==> src/hdl/assert_macros.svh <==
// ----------------------------------------------------------------------------
// Assertion macros
// Short forms for the concurrent checks used in the RTL.
// ----------------------------------------------------------------------------
`ifndef ASSERT_MACROS_SVH
`define ASSERT_MACROS_SVH

// cond must never hold at a clock edge outside reset
`define ASSERT_NEVER(label, clk, rst_n, cond) \
	label: assert property (@(posedge clk) disable iff (!rst_n) !(cond)) \
		else $error("assertion failed: never condition seen");

// ante at an edge implies cons through the non-overlapping implication (|=>)
`define ASSERT_NEXT(label, clk, rst_n, ante, cons) \
	label: assert property (@(posedge clk) disable iff (!rst_n) (ante) |=> (cons)) \
		else $error("assertion failed: next-cycle implication");

// ante implies cons at the same edge
`define ASSERT_IMPL(label, clk, rst_n, ante, cons) \
	label: assert property (@(posedge clk) disable iff (!rst_n) (ante) |-> (cons)) \
		else $error("assertion failed: same-cycle implication");

`endif

==> src/hdl/tbpg_pkg.sv <==
`timescale 1ns / 1ps
// ----------------------------------------------------------------------------
// tbpg_pkg
// Shared types and constants of the tile background pixel generator.
// ----------------------------------------------------------------------------
package tbpg_pkg;

	localparam int VramAw    = 14;
	localparam int VramDepth = 1 << VramAw;
	localparam int CfgIdxW   = 3;

	localparam logic [3:0] UNIMPL_COLOR = 4'd8;

	// item kinds on the request channel
	localparam logic ITEM_RENDER = 1'b0;
	localparam logic ITEM_WRITE  = 1'b1;

	// video modes that render patterns
	localparam logic [2:0] VMODE_G1 = 3'd0;
	localparam logic [2:0] VMODE_G2 = 3'd2;

	typedef enum logic [CfgIdxW-1:0] {
		CFG_DISPLAY_ON     = 3'd0,
		CFG_VIDEO_MODE     = 3'd1,
		CFG_BACKDROP_COLOR = 3'd2,
		CFG_NAME_BASE      = 3'd3,
		CFG_PATTERN_BASE   = 3'd4,
		CFG_COLOR_BASE     = 3'd5
	} cfg_idx_t;

	typedef struct packed {
		logic       display_on;
		logic [2:0] video_mode;
		logic [3:0] backdrop_color;
		logic [3:0] name_base;
		logic [2:0] pattern_base;
		logic [7:0] color_base;
	} cfg_t;

	// read requests towards the video memory
	typedef struct packed {
		logic              a_en;
		logic [VramAw-1:0] a_addr;
		logic              b_en;
		logic [VramAw-1:0] b_addr;
	} rd_req_t;

	// byte write towards the video memory
	typedef struct packed {
		logic              en;
		logic [VramAw-1:0] addr;
		logic [7:0]        data;
	} wr_req_t;

endpackage

==> src/hdl/tbpg_cfg.sv <==
`timescale 1ns / 1ps
// ----------------------------------------------------------------------------
// tbpg_cfg
// Configuration register file, written by index.
// ----------------------------------------------------------------------------
module tbpg_cfg (
	input  logic                         clk,
	input  logic                         arst_n,
	input  logic                         wr_en,
	input  logic [tbpg_pkg::CfgIdxW-1:0] wr_index,
	input  logic [7:0]                   wr_data,
	output tbpg_pkg::cfg_t               cfg
);

	tbpg_pkg::cfg_t cfg_q;

	always_ff @(posedge clk or negedge arst_n) begin
		if (!arst_n) begin
			cfg_q <= '0;
		end else if (wr_en) begin
			case (tbpg_pkg::cfg_idx_t'(wr_index))
				tbpg_pkg::CFG_DISPLAY_ON:     cfg_q.display_on     <= wr_data[0];
				tbpg_pkg::CFG_VIDEO_MODE:     cfg_q.video_mode     <= wr_data[2:0];
				tbpg_pkg::CFG_BACKDROP_COLOR: cfg_q.backdrop_color <= wr_data[3:0];
				tbpg_pkg::CFG_NAME_BASE:      cfg_q.name_base      <= wr_data[3:0];
				tbpg_pkg::CFG_PATTERN_BASE:   cfg_q.pattern_base   <= wr_data[2:0];
				tbpg_pkg::CFG_COLOR_BASE:     cfg_q.color_base     <= wr_data;
				default: ; // unknown index: dropped
			endcase
		end
	end

	assign cfg = cfg_q;

endmodule

==> config.mk <==
export PLATFORM = sky130hd
export DESIGN_NAME = tbpg_cfg
export DESIGN_NICKNAME = d
export VERILOG_FILES = /design/src/hdl/assert_macros.svh /design/src/hdl/tbpg_pkg.sv /design/src/hdl/tbpg_cfg.sv
export SDC_FILE = /design/constraint.sdc
export NUM_CORES = 1
export LEC_CHECK = 0
export ABC_AREA = 0
export BUFFER_PORTS_ARGS = -buffer_cell sky130_fd_sc_hd__buf_2
export CAP_MARGIN = 20
export CORE_UTILIZATION = 48
export CTS_BUF_LIST = sky130_fd_sc_hd__clkbuf_8
export CTS_CLUSTER_SIZE = 40
export DETAILED_ROUTE_END_ITERATION = 6
export PLACE_DENSITY = 0.8
export SETUP_SLACK_MARGIN = 0.15
export SLEW_MARGIN = 10
export SYNTH_ARGS = -nofsm -noshare
export SYNTH_HDL_FRONTEND = slang
export SYNTH_SLANG_ARGS = --single-unit
==> constraint.sdc <==
create_clock -name clk -period 1 [get_ports clk]
set_clock_uncertainty 0.05 [all_clocks]
set_input_delay 0.2 -clock clk [delete_from_list [all_inputs] [get_ports clk]]
set_output_delay 0.2 -clock clk [all_outputs]
set_load 0.02 [all_outputs]
==> out/results.tsv <==
stage	metric	value	unit
outcome	status	finished with violations	
outcome	violations	hold timing, setup timing	
synthesis	synth_area_leaders	dfrtp_1, mux2_2, and4bb_2	
power_and_ir_drop	finalPower	0.00323	W
power_and_ir_drop	powerDensity	2040	mW/mm^2
route	wire_per_inst	19.2	microns
timing	slew_violations	0	
critical_path	crit_path_max_fanout	2	
global_route	grt_util_all_layers	23.8	%
synthesis	syn_avg_cell_area	17.5	sq um
critical_path	worst_setup_path_end_kind	output port	
synthesis	async_flop_share	100	%
global_route	grt_first_pass_wirelength	3300	microns
critical_path	crit_cells	1	
cts	cts_made_buffers	3	
floorplan	die_y	45.5	microns
route	postRouteAntennaNets	0	
route	via_count	709	
floorplan	start_util	52.0	%
critical_path	r2r_cells	2	
cts	clkTransAtPathRegs	90	ps
global_route	grt_max_degree	24	
critical_path	crit_start	cfg[21]	
hold_path	min_path_type	in -> async	
synthesis	synth_cell_types	7	
timing	slew_headroom	65.9	%
timing	period_share	108	%
synthesis	ys_warn_count	0	
floorplan	io_pins	37	
synthesis	yosysTopAreaCell	dfrtp_1	
route	viasPerCell	5.33	
cts	htree_levels	1	
final_layout	drive_gt1_share	76.9	%
final_layout	largest_register_ffs	23	
synthesis	synthTopCellsByCount	dfrtp_1, mux2_2, and4bb_2	
synthesis	netlist_instances	52	
timing	fin_setup_tns	-1290	ps
critical_path	r2r-start	cfg[20]	
floorplan	coreArea	0.00175	sq mm
synthesis	seq_area_frac_synth	63.4	%
job	maxCapViolCount	0	
critical_path	start_kind	flip-flop	
global_route	antenna_found_initial	0	
timing	worstMarginPinSlew	511	ps
critical_path	path_delay_family	flip-flops	
timing	setup_slack	-83.7	ps
timing	hold_viol	23	
global_route	grt_pass1_vias	669	
final_layout	instances_no_fill	133	
synthesis	synth_edf_count	0	
place	port_buffers	36	
power_and_ir_drop	p_leak	0.780	nW
floorplan	die_w	45.5	microns
route	drt-initial-drc-count	11	
final_layout	area_growth	74.2	%
timing	fmax	923	MHz
critical_path	required	750	ps
cts	clock_latency	260	ps
floorplan	die-area	0.00207	sq mm
critical_path	cp_cell_sequence	buf_6	
final_layout	n_fill_cell	64	
synthesis	synthFlopType	dfrtp_1	
synthesis	synth-seq-cells	23	
timing	holdWs	-155	ps
timing	rsz0062_at_grt	true	
route	detail_route.wirelength	2550	microns
route	drt_pass1_iterations	4	
critical_path	critPathArrivalTime	830	ps
critical_path	critical_path.n_buffers_inverters	1	
cts	cts_tree	done	
floorplan	rows	15	
route	drc_errors	0	
critical_path	max_stage_delay	420	ps
place	gp_congestion	0.685	
final_layout	nets	123	
cts	clock_sinks	23	
timing	finalCriticalPeriod	1080	ps
place	placed_cells	114	
final_layout	antenna_cells	0	
place	hpwl	1220	microns
synthesis	yosysTopAreaCellShare	63.4	%
final_layout	final_core_util	90.7	%
power_and_ir_drop	ir_drop	1.66	mV
global_route	grt-ovfl-total	0	
timing	setup_viol_count_final	23	
critical_path	path_class	reg -> out	
cts	clk_path_buf_depth	2	
synthesis	synthesis.nets	66	
cts	root_buffer	clkbuf_8	
synthesis	synth_area	908	sq um
critical_path	cp_slowest_cell	dfrtp_1	
-- layout make-up --
type / count / area (sq um) / area share (%)
tap: 25 / 31.3 / 1.98
clock buffer: 3 / 41.3 / 2.61
clock inverter: 1 / 3.75 / 0.237
timing repair buffer: 52 / 514 / 32.5
sequential: 23 / 576 / 36.4
multi-input combinational: 29 / 417 / 26.3
-- cells in the final DEF, fill, tap and decap left out --
cell type and count:
inv_1 1, and4bb_4 2, buf_8 3, mux2_2 8, buf_6 33, nor4b_4 1, buf_2 9, buf_4 7
and4bb_2 1, nand4b_4 1, clkbuf_8 3, nand4b_1 1, mux2_4 15, dfrtp_1 23
-- path summary, 6_finish.rpt --
check	slack (ps)	to
hold reg to reg	490	cfg[4]
setup / recovery	-80	cfg[21]
hold / removal	-150	cfg[0]
min in group clk	120	cfg[7]
setup reg to reg	40	cfg[20]
max in group asynchronous	710	cfg[11]
-- kinds of logic (layout without fill, tap and decap cells) --
logic type             Yosys count  in the layout  synth area share [%]
buffers and inverters            0             56                     0
flip-flops                      23             23                  63.4
multiplexers                    23             23                  28.5
AND/OR/NAND/NOR                  6              6                  8.13
-- metal layers --
layer	part of all wire, %	vias up	global-route usage (%)
li1	-	306	-
met1	42	363	31.2
met2	50	36	39.7
met3	5.3	4	4.76
met4	2.1	0	7.27
met5	0	-	0
-- report_power, final --
group	switching (W)	internal (W)	total (W)
logic	0.000521	0.000826	0.00135
clock network	0.000300	0.000274	0.000574
registers	0.000174	0.00114	0.00131
-- metrics by stage --
stage	hold slack, ps	setup slack [ps]	instance area [sq um]
CTS	-134	-56.1	1490
detailed placement	146	-228	1180
global route	-109	-106	1580
finish	-155	-83.7	1580
global placement	143	-222	1180
floorplan	-146	-29.9	958
-- worst reg2reg max path: cells and delay by family (launching register included) --
family / cells / cell delay [ps]
flip-flops: 1 / 410
multiplexers: 1 / 270
buffers and inverters: 1 / 130
-- what timing repair did --
action	CTS	global route
setup buffers	9	6
pin swaps	4	1
endpoints found under the hold margin	23	23
resized for setup	62	13
setup endpoints to repair	45	42
gates cloned	0	0
Note: power is estimated with default switching activity, not from simulation.
