### src/hdl/assert_macros.svh
// ----------------------------------------------------------------------------
// Assertion macros
// Short forms for the concurrent checks used in the RTL.
// ----------------------------------------------------------------------------
`ifndef ASSERT_MACROS_SVH
`define ASSERT_MACROS_SVH

// cond must never hold at a clock edge outside reset
`define ASSERT_NEVER(label, clk, rst_n, cond) \
	label: assert property (@(posedge clk) disable iff (!rst_n) !(cond)) \
		else $error("assertion failed: never condition seen");

// ante at an edge implies cons through the non-overlapping implication (|=>)
`define ASSERT_NEXT(label, clk, rst_n, ante, cons) \
	label: assert property (@(posedge clk) disable iff (!rst_n) (ante) |=> (cons)) \
		else $error("assertion failed: next-cycle implication");

// ante implies cons at the same edge
`define ASSERT_IMPL(label, clk, rst_n, ante, cons) \
	label: assert property (@(posedge clk) disable iff (!rst_n) (ante) |-> (cons)) \
		else $error("assertion failed: same-cycle implication");

`endif

### src/hdl/tbpg_pkg.sv
`timescale 1ns / 1ps
// ----------------------------------------------------------------------------
// tbpg_pkg
// Shared types and constants of the tile background pixel generator.
// ----------------------------------------------------------------------------
package tbpg_pkg;

	localparam int VramAw    = 14;
	localparam int VramDepth = 1 << VramAw;
	localparam int CfgIdxW   = 3;

	localparam logic [3:0] UNIMPL_COLOR = 4'd8;

	// item kinds on the request channel
	localparam logic ITEM_RENDER = 1'b0;
	localparam logic ITEM_WRITE  = 1'b1;

	// video modes that render patterns
	localparam logic [2:0] VMODE_G1 = 3'd0;
	localparam logic [2:0] VMODE_G2 = 3'd2;

	typedef enum logic [CfgIdxW-1:0] {
		CFG_DISPLAY_ON     = 3'd0,
		CFG_VIDEO_MODE     = 3'd1,
		CFG_BACKDROP_COLOR = 3'd2,
		CFG_NAME_BASE      = 3'd3,
		CFG_PATTERN_BASE   = 3'd4,
		CFG_COLOR_BASE     = 3'd5
	} cfg_idx_t;

	typedef struct packed {
		logic       display_on;
		logic [2:0] video_mode;
		logic [3:0] backdrop_color;
		logic [3:0] name_base;
		logic [2:0] pattern_base;
		logic [7:0] color_base;
	} cfg_t;

	// read requests towards the video memory
	typedef struct packed {
		logic              a_en;
		logic [VramAw-1:0] a_addr;
		logic              b_en;
		logic [VramAw-1:0] b_addr;
	} rd_req_t;

	// byte write towards the video memory
	typedef struct packed {
		logic              en;
		logic [VramAw-1:0] addr;
		logic [7:0]        data;
	} wr_req_t;

endpackage

### src/hdl/tbpg_addr.sv
`timescale 1ns / 1ps
// ----------------------------------------------------------------------------
// tbpg_addr
// VRAM address forming for name, pattern and colour table reads.
// ----------------------------------------------------------------------------
module tbpg_addr (
	input  tbpg_pkg::cfg_t                    cfg,
	input  logic [7:0]                        name_x,
	input  logic [7:0]                        name_y,
	input  logic [7:0]                        name_byte,
	input  logic [7:0]                        row_y,
	output logic [tbpg_pkg::VramAw-1:0]       name_addr,
	output logic [tbpg_pkg::VramAw-1:0]       pat_addr,
	output logic [tbpg_pkg::VramAw-1:0]       col_addr
);

	logic        third1;
	logic        third2;
	logic [12:0] low_g2;

	assign name_addr = {cfg.name_base, name_y[7:3], name_x[7:3]};

	// graphics two: screen thirds pick bits 12..11, bottom band keeps them 0
	assign third1 = (row_y[7:6] == 2'b01);
	assign third2 = (row_y[7:6] == 2'b10);
	assign low_g2 = {cfg.pattern_base[1] & third2, cfg.pattern_base[0] & third1,
		name_byte, row_y[2:0]};

	always_comb begin
		if (cfg.video_mode == tbpg_pkg::VMODE_G2) begin
			pat_addr = {cfg.pattern_base[2], low_g2};
			col_addr = {cfg.color_base[7], low_g2};
		end else begin
			pat_addr = {cfg.pattern_base, name_byte, row_y[2:0]};
			col_addr = {cfg.color_base, 1'b0, name_byte[7:3]};
		end
	end

endmodule

### config.mk
export PLATFORM = sky130hd
export DESIGN_NAME = tbpg_addr
export DESIGN_NICKNAME = d
export VERILOG_FILES = /design/src/hdl/assert_macros.svh /design/src/hdl/tbpg_pkg.sv /design/src/hdl/tbpg_addr.sv
export SDC_FILE = /design/constraint.sdc
export NUM_CORES = 1
export LEC_CHECK = 0
export BUFFER_PORTS_ARGS = -buffer_cell sky130_fd_sc_hd__buf_4
export CAP_MARGIN = 20
export CORE_ASPECT_RATIO = 0.8
export CORE_UTILIZATION = 23
export DETAILED_ROUTE_END_ITERATION = 8
export PLACE_DENSITY = 0.84
export SLEW_MARGIN = 20
export SYNTH_ARGS = -nofsm -noshare
export SYNTH_HDL_FRONTEND = slang
export SYNTH_SLANG_ARGS = --single-unit
### constraint.sdc
create_clock -name vclk -period 1.25
set_input_delay 0.25 -clock vclk [all_inputs]
set_output_delay 0.25 -clock vclk [all_outputs]
set_load 0.005 [all_outputs]
==> flow_summary_export.csv, run 1 <==
group,metric,value,unit
pwr,ir_drop,0.118,mV
critical_path,crit_path_end_kind,"output pin",
synthesis,synth_simple_gate_area_share,12.5,%
cells_and_area,area.sequential,0,um2
critical_path,cp.required,1.00,ns
cells_and_area,drive_above_1_share,94.7,%
detailed_routing,vias,403,
global_route,overflow,0,
floorplan,die_y,41.6,um
outcome,failed_checks,"negative setup slack",
detailed_routing,viasPerCell,4.11,
detailed_routing,drtIter0Drc,0,
cells_and_area,multiInputGateArea,259,um2
global_route,grt_pass1_wl,1880,um
critical_path,cp_data_arrival_time,1.18,ns
timing,rsz0062_at_grt,"true",
synthesis,synth_compound_area_share,3.33,%
pwr,total_power,261,uW
synthesis,synthXorXnorAreaFrac,0,%
pwr,p_leak,0.000414,uW
critical_path,start_kind,"input pin",
timing,fin_ws,-0.179,ns
floorplan,num_rows,13,
critical_path,crit_fanout,8,
run,cap_violations,0,
pwr,p_per_area,338,mW/mm2
detailed_routing,wl,1140,um
detailed_routing,post-route-drc-count,0,
cells_and_area,utilization,44.7,%
detailed_routing,first_pass_iters,1,
cells_and_area,area_growth,71.1,%
detailed_routing,drtAntennaViolNets,0,
floorplan,dieArea,0.00214,mm2
global_route,grt_max_degree,9,
floorplan,start_util,26.1,%
floorplan,core-area,0.00172,mm2
timing,post-route-min-period,1.43,ns
cells_and_area,antenna_cells,0,
cells_and_area,layoutNonFillerInstCount,98,
timing,period_share,114,%
worst_hold_path,holdPathEnd,"name_addr[7]",
floorplan,pin_count,97,
cells_and_area,final.clkbuf_count,0,
worst_hold_path,worstHoldStart,"name_y[5]",
timing,max_freq,700,MHz
outcome,outcome,"complete, but fails checks",
synthesis,synth_top_family_by_area,"buffers and inverters",
placed_design,placed_cells,96,
critical_path,worstSetupPathType,"input pin to output pin",
synthesis,synthMuxAreaShare,35.8,%
floorplan,fp.dieW,51.5,um
synthesis,yosysWarnings,0,
synthesis,syn_area_per_cell,9.38,um2
cells_and_area,nNetsFinal,133,
placed_design,port_buffers,51,
global_route,grt_use_total,10.9,%
timing,hold_violations,0,
timing,max_slew_margin,87.2,%
placed_design,gp_congestion,0.636,
global_route,antenna_found_initial,0,
synthesis,syn_area,450,um2
synthesis,synthAdderAreaFrac,0,%
synthesis,ys_types,9,
detailed_routing,wl_per_cell,11.7,um
global_route,grt_pass1_vias,431,
synthesis,syn-instance-count,48,
timing,drv_slew,0,
worst_hold_path,hp-class,"input pin to output pin",
cells_and_area,fillers,179,
synthesis,synth_nets,103,
timing,tightest_slew,0.191,ns
synthesis,yosysSeqAreaShare,0,%
worst_hold_path,worstHoldPathCells,0,
cells_and_area,seq_cells,0,
timing,finalSetupViolCount,15,
metal layers:
metal  vias up  global-route usage (%)  wire, um
li1        191                       -         -
met1       181                    11.5       378
met2        31                    22.6       643
met3         0                    2.20       120
met4         0                       0         0
met5         -                       0         0
power breakdown:
part / switching, uW / internal [uW] / leakage (uW)
logic: 74.7 / 186 / 0.000414
registers: 0 / 0 / 0
clock network: 0 / 0 / 0
critical path, stage by stage:
cell	delay, ns
buf_6	0.09
nor3b_4	0.22
buf_6	0.18
mux2_4	0.31
buf_6	0.12
placed cells by master, fill, tap and decap left out, drive strengths merged:
cell | Yosys | routed
buf | 28 | 56
mux2 | 12 | 12
nand2b | 2 | 2
a21boi | 2 | 2
and3b | 2 | 2
nor3b | 1 | 1
and2 | 1 | 1
how the worst max path moves through the flow:
| stage | from | to | slack (ns) | cells after the start |
|---|---|---|---|---|
| after global placement | cfg[19] | col_addr[11] | -0.24 | 5 |
| after CTS | cfg[21] | col_addr[7] | -0.18 | 5 |
| after global routing | cfg[19] | col_addr[12] | -0.20 | 5 |
| after detailed placement | cfg[19] | col_addr[11] | -0.24 | 5 |
| after floorplan | cfg[19] | col_addr[0] | -0.05 | 3 |
| final | cfg[19] | col_addr[12] | -0.18 | 5 |
stage by stage:
| step | cell area, um2 | worst slack, ns | hold slack (ns) | setup TNS, ns |
|---|---|---|---|---|
| 5_1_grt | 771 | -0.196 | 0.500 | -2.64 |
| 6_report | 771 | -0.179 | 0.500 | -2.35 |
| 4_1_cts | 767 | -0.180 | 0.500 | -2.34 |
| 2_1_floorplan | 450 | -0.0472 | 0.581 | -0.330 |
| 3_3_place_gp | 666 | -0.241 | 0.500 | -2.70 |
| 3_5_place_dp | 666 | -0.243 | 0.500 | -2.69 |
layout make-up:
type               instances  share of cell area, %
well taps                 22                   3.57
repair buffers            56                   62.8
multi-input cells         20                   33.6
kinds of logic (layout without fill, tap and decap cells):
kind of cell           after synthesis  after routing
AOI/OAI and AO/OA                    2              2
buffers and inverters               28             56
muxes                               12             12
and+or+nand+nor                      6              6
cells in the mapped netlist:
library cell | number | area share [%]
and2_2 | 1 | 1.7
buf_8 | 1 | 3.3
nor3b_4 | 1 | 4.2
mux2_2 | 5 | 12
a21boi_0 | 2 | 3.3
nand2b_1 | 2 | 2.8
mux2_4 | 7 | 23
buf_4 | 27 | 45
and3b_1 | 2 | 3.9
what timing repair did:
action | in CTS | in global routing
endpoints found under the setup margin | 15 | 15
cloned | 0 | 0
hold endpoints to repair | 0 | 0
buffers inserted | 3 | 0
hold buffers | 0 | 0
pin swaps | 1 | 1
gates resized for setup | 25 | 1
Note: power is estimated with default switching activity, not from simulation.
==> run 2: changes to the inputs <==
--- a/config.mk
+++ b/config.mk
@@ -5,12 +5,14 @@
 export SDC_FILE = /design/constraint.sdc
 export NUM_CORES = 1
 export LEC_CHECK = 0
+export ABC_AREA = 1
 export BUFFER_PORTS_ARGS = -buffer_cell sky130_fd_sc_hd__buf_4
 export CAP_MARGIN = 20
 export CORE_ASPECT_RATIO = 0.8
 export CORE_UTILIZATION = 23
 export DETAILED_ROUTE_END_ITERATION = 8
-export PLACE_DENSITY = 0.84
+export GPL_TIMING_DRIVEN = 0
+export PLACE_DENSITY = 0.83
 export SLEW_MARGIN = 20
 export SYNTH_ARGS = -nofsm -noshare
 export SYNTH_HDL_FRONTEND = slang
==> constraint.sdc (replaced) <==
create_clock -name vclk -period 1.26
set_input_delay 0.252 -clock vclk [all_inputs]
set_output_delay 0.252 -clock vclk [all_outputs]
set_load 0.005 [all_outputs]
==> flow_summary_export.csv, run 2 <==
group,metric,value,unit
pwr,total_power,338,uW
synthesis,syn_area,457,um2
cells_and_area,drive_above_1_share,74.3,%
floorplan,fp.dieW,51.8,um
floorplan,core-area,0.00187,mm2
synthesis,yosys-top-cells-count,"38 x nand2_1, 27 x buf_4, 5 x nand2_2",
global_route,antenna_found_initial,0,
synthesis,yosysTopAreaCellShare,44.4,%
detailed_routing,viasPerCell,4.05,
timing,post-route-min-period,1.21,ns
detailed_routing,wl,1580,um
cells_and_area,layout_common_cells,"91 x buf_4, 32 x nand2_1, 10 x nand2_2",
clocking,cts_setup_buffers,0,
timing,finalSetupViolCount,0,
floorplan,dieArea,0.00217,mm2
pwr,ir_drop,0.167,mV
cells_and_area,nNetsFinal,205,
pwr,combPwrFrac,100.0,%
global_route,grt_pass1_vias,577,
pwr,power.switching,114,uW
global_route,grt_pass1_wl,2280,um
cells_and_area,area_growth,125,%
pwr,p_per_area,330,mW/mm2
cells_and_area,multiInputGateArea,236,um2
synthesis,synth.most_common_cell,"nand2_1",
detailed_routing,wl_per_cell,9.16,um
pwr,p_int,224,uW
placed_design,port_buffers,67,
critical_path,cp.required,1.01,ns
cells_and_area,area.sequential,0,um2
synthesis,syn-instance-count,81,
placed_design,pre_cts_ws,0.0198,ns
cells_and_area,layout_commonest_cell,"buf_4",
pwr,clockPowerShare,0,%
detailed_routing,drtAntennaViolNets,0,
floorplan,die_y,41.9,um
critical_path,start_kind,"input pin",
synthesis,yosys-top-cells-area,"buf_4 44%, nand2_1 31%, nand2_2 6.8%, buf_6 4.9%, nand3b_4 4.4%",
synthesis,synth_nets,136,
synthesis,synth.largest_area_cell,"buf_4",
timing,period_share,96.2,%
synthesis,syn_area_per_cell,5.64,um2
worst_hold_path,worstHoldPathCells,2,
timing,tightest_slew,0.188,ns
placed_design,place_hpwl,1320,um
global_route,grt_max_degree,11,
pwr,p_leak,0.000648,uW
cells_and_area,final.clkbuf_count,0,
critical_path,crit_fanout,5,
detailed_routing,first_pass_iters,4,
cells_and_area,fillers,172,
cells_and_area,fin_area,0.00103,mm2
pwr,power_frac_seq,0,%
critical_path,worstSetupPathType,"input pin to output pin",
synthesis,yosysWarnings,0,
detailed_routing,post-route-drc-count,0,
timing,hold_violations,0,
placed_design,gp_congestion,0.624,
floorplan,start_util,24.4,%
outcome,outcome,"finished clean",
worst_hold_path,worstHoldStart,"cfg[12]",
detailed_routing,vias,697,
synthesis,yosysSeqAreaShare,0,%
worst_hold_path,holdPathEnd,"name_addr[11]",
cells_and_area,seq_cells,0,
run,cap_violations,0,
pwr,netSwitchingFraction,33.7,%
detailed_routing,drtIter0Drc,11,
timing,drv_slew,0,
clocking,cts_hold_buf,0,
timing,fin_ws,0.0474,ns
timing,max_slew_margin,87.5,%
critical_path,cp_data_arrival_time,0.96,ns
synthesis,ys_types,9,
placed_design,dpl_cell_area,990,um2
cells_and_area,antenna_cells,0,
floorplan,num_rows,14,
timing,fin_setup_tns,0,ns
critical_path,crit_path_end_kind,"output pin",
floorplan,pin_count,97,
global_route,overflow,0,
timing,max_freq,825,MHz
global_route,grt_use_total,12.8,%
worst_hold_path,hp-class,"input pin to output pin",
==> run 2: worst max-delay path: stages <==
cell and delay, ns:
buf_6 0.10, inv_6 0.05, nand2_4 0.04, nor2_4 0.16
buf_6 0.15, nand2_2 0.06, nand2_2 0.06, buf_6 0.09
==> run 2: layout make-up <==
class / count / area share (%)
repair buffers: 68 / 51.2
inverters: 4 / 1.95
multi-input cells: 48 / 23.0
well taps: 24 / 2.93
plain buffers: 28 / 20.9
==> run 2: worst max-delay path by stage <==
stage	cells past startpoint	startpoint	to	slack, ns
after CTS	8	cfg[19]	col_addr[6]	0.02
after floorplan	6	cfg[19]	col_addr[0]	0.30
after global routing	8	cfg[19]	col_addr[7]	-0.0001
final	8	cfg[19]	col_addr[7]	0.05
after global placement	8	cfg[19]	col_addr[3]	0.04
after detailed placement	8	cfg[19]	col_addr[6]	0.02
==> run 2: cells by family (layout without fill, tap and decap cells) <==
logic type             after synthesis  after routing  synth area share [%]
buffers and inverters               33            100                  52.6
and+or+nand+nor                     48             48                  47.4
==> run 2: power by group through the flow <==
stage / registers [uW] / clock network, uW / logic [uW]
floorplan: 0 / 0 / 131
global placement: 0 / 0 / 320
detailed placement: 0 / 0 / 326
CTS: 0 / 0 / 327
global route: 0 / 0 / 365
finish: 0 / 0 / 338
==> run 2: timing repair <==
action                     in CTS  in global routing
setup endpoints to repair       0                 11
resized for setup               0                 15
hold endpoints to repair        0                  0
==> run 2: layer usage <==
metal | vias up | global-route usage [%] | routed length [um]
li1 | 348 | - | -
met1 | 302 | 14.0 | 547
met2 | 47 | 26.9 | 870
met3 | 0 | 0.733 | 158
met4 | 0 | 0 | 0
met5 | - | 0 | 0
==> run 2: through the flow <==
| step | hold WS (ns) | util (%) | instances |
|---|---|---|---|
| 6_report | 0.669 | 54.7 | 172 |
| 5_1_grt | 0.672 | 54.7 | 172 |
| 4_1_cts | 0.669 | 52.8 | 172 |
| 3_5_place_dp | 0.669 | 52.8 | 172 |
| 3_3_place_gp | 0.669 | 52.8 | 172 |
| 2_1_floorplan | 0.575 | - | 81 |
==> run 3: changes to the inputs <==
--- a/config.mk
+++ b/config.mk
@@ -8,7 +8,6 @@
 export ABC_AREA = 1
 export BUFFER_PORTS_ARGS = -buffer_cell sky130_fd_sc_hd__buf_4
 export CAP_MARGIN = 20
-export CORE_ASPECT_RATIO = 0.8
 export CORE_UTILIZATION = 23
 export DETAILED_ROUTE_END_ITERATION = 8
 export GPL_TIMING_DRIVEN = 0
==> flow_summary_export.csv, run 3 (synthesis gave the netlist of run 2 again) <==
group,metric,value,unit
outcome,outcome,"finished clean",
floorplan,num_rows,15,
cells_and_area,layoutNonFillerInstCount,174,
timing,post-route-min-period,1.22,ns
clocking,cts-resized-gates,0,
cells_and_area,area.sequential,0,um2
global_route,grt_use_total,11.9,%
floorplan,fp.dieW,46.6,um
floorplan,start_util,25.3,%
pwr,p_leak,0.000650,uW
global_route,overflow,0,
cells_and_area,layout_commonest_cell,"buf_4",
pwr,power.switching,110,uW
critical_path,start_kind,"input pin",
pwr,total_power,334,uW
pwr,p_per_area,327,mW/mm2
placed_design,port_buffers,67,
critical_path,cp_data_arrival_time,0.97,ns
timing,drv_slew,0,
floorplan,die_y,46.6,um
detailed_routing,post-route-drc-count,0,
global_route,grt_pass1_wl,1970,um
detailed_routing,vias,667,
critical_path,startpoint,"cfg[21]",
pwr,combPwrFrac,100.0,%
clocking,cts_setup_buffers,0,
floorplan,pin_count,97,
critical_path,path_cells,"buf_4 -> nand3b_4 -> buf_6 -> nand2_1 -> nand2_1 -> buf_4",
critical_path,crit_fanout,10,
critical_path,cp.required,1.01,ns
cells_and_area,final.clkbuf_count,0,
detailed_routing,drtIter0Drc,7,
cells_and_area,fillers,182,
cells_and_area,layout_common_cells,"92 x buf_4, 37 x nand2_1, 5 x buf_6, 5 x nand2_2",
timing,tightest_slew,0.142,ns
cells_and_area,utilization,56.6,%
cells_and_area,seq_cells,0,
run,cap_violations,0,
worst_hold_path,worstHoldStart,"name_x[3]",
critical_path,crit_family,"buffers and inverters",
detailed_routing,drtAntennaViolNets,0,
floorplan,dieArea,0.00217,mm2
critical_path,slowest_delay,0.18,ns
timing,max_slew_margin,90.5,%
placed_design,place_hpwl,1380,um
global_route,antenna_found_initial,0,
timing,period_share,97.1,%
worst_hold_path,hp-class,"input pin to output pin",
timing,finalSetupViolCount,0,
floorplan,core-area,0.00180,mm2
clocking,cts_hold_buf,0,
pwr,power_frac_seq,0,%
pwr,p_int,224,uW
timing,hold_violations,0,
critical_path,crit_path_end_kind,"output pin",
pwr,ir_drop,0.159,mV
timing,max_freq,818,MHz
timing,fin_hold_ws,0.669,ns
placed_design,gp_congestion,0.617,
critical_path,path_buf_inv,3,
placed_design,placed_cells,173,
cells_and_area,area_growth,123,%
pwr,netSwitchingFraction,32.9,%
critical_path,critPathSlowestCell,"nand3b_4",
critical_path,worstSetupPathType,"input pin to output pin",
cells_and_area,drive_above_1_share,71.1,%
cells_and_area,antenna_cells,0,
pwr,clockPowerShare,0,%
detailed_routing,viasPerCell,3.83,
detailed_routing,first_pass_iters,3,
global_route,grt_max_degree,11,
timing,fin_setup_tns,0,ns
cells_and_area,nNetsFinal,206,
detailed_routing,wl_per_cell,9.09,um
global_route,grt_pass1_vias,530,
detailed_routing,wl,1580,um
==> run 3: layer usage <==
metal | global-route usage [%] | part of all wire, %
met1 | 13.1 | 36
met2 | 25.6 | 55
met3 | 0 | 9.8
met4 | 0 | 0
met5 | 0 | 0
==> run 3: cell type report <==
type               instances  area [um2]  area share, %
repair buffers            68         522           51.2
multi-input cells         48         224           22.0
inverters                  4        17.5           1.72
plain buffers             29         225           22.1
well taps                 25        31.3           3.07
==> run 3: power groups by stage <==
stage	Sequential [uW]	Clock (uW)	Combinational (uW)
finish	0	0	334
global route	0	0	364
CTS	0	0	327
detailed placement	0	0	326
global placement	0	0	320
floorplan	0	0	131
==> run 3: per-stage QoR <==
stage	worst slack [ns]	instance area, um2
floorplan	0.296	457
global placement	0.0258	991
detailed placement	0.0215	991
CTS	0.0208	991
global route	-0.000527	1020
finish	0.0372	1020
==> run 3: final timing paths <==
kind	to	slack, ns	cells past startpoint
worst min-delay path	name_addr[0]	0.67	2
worst max-delay path	pat_addr[11]	0.04	6
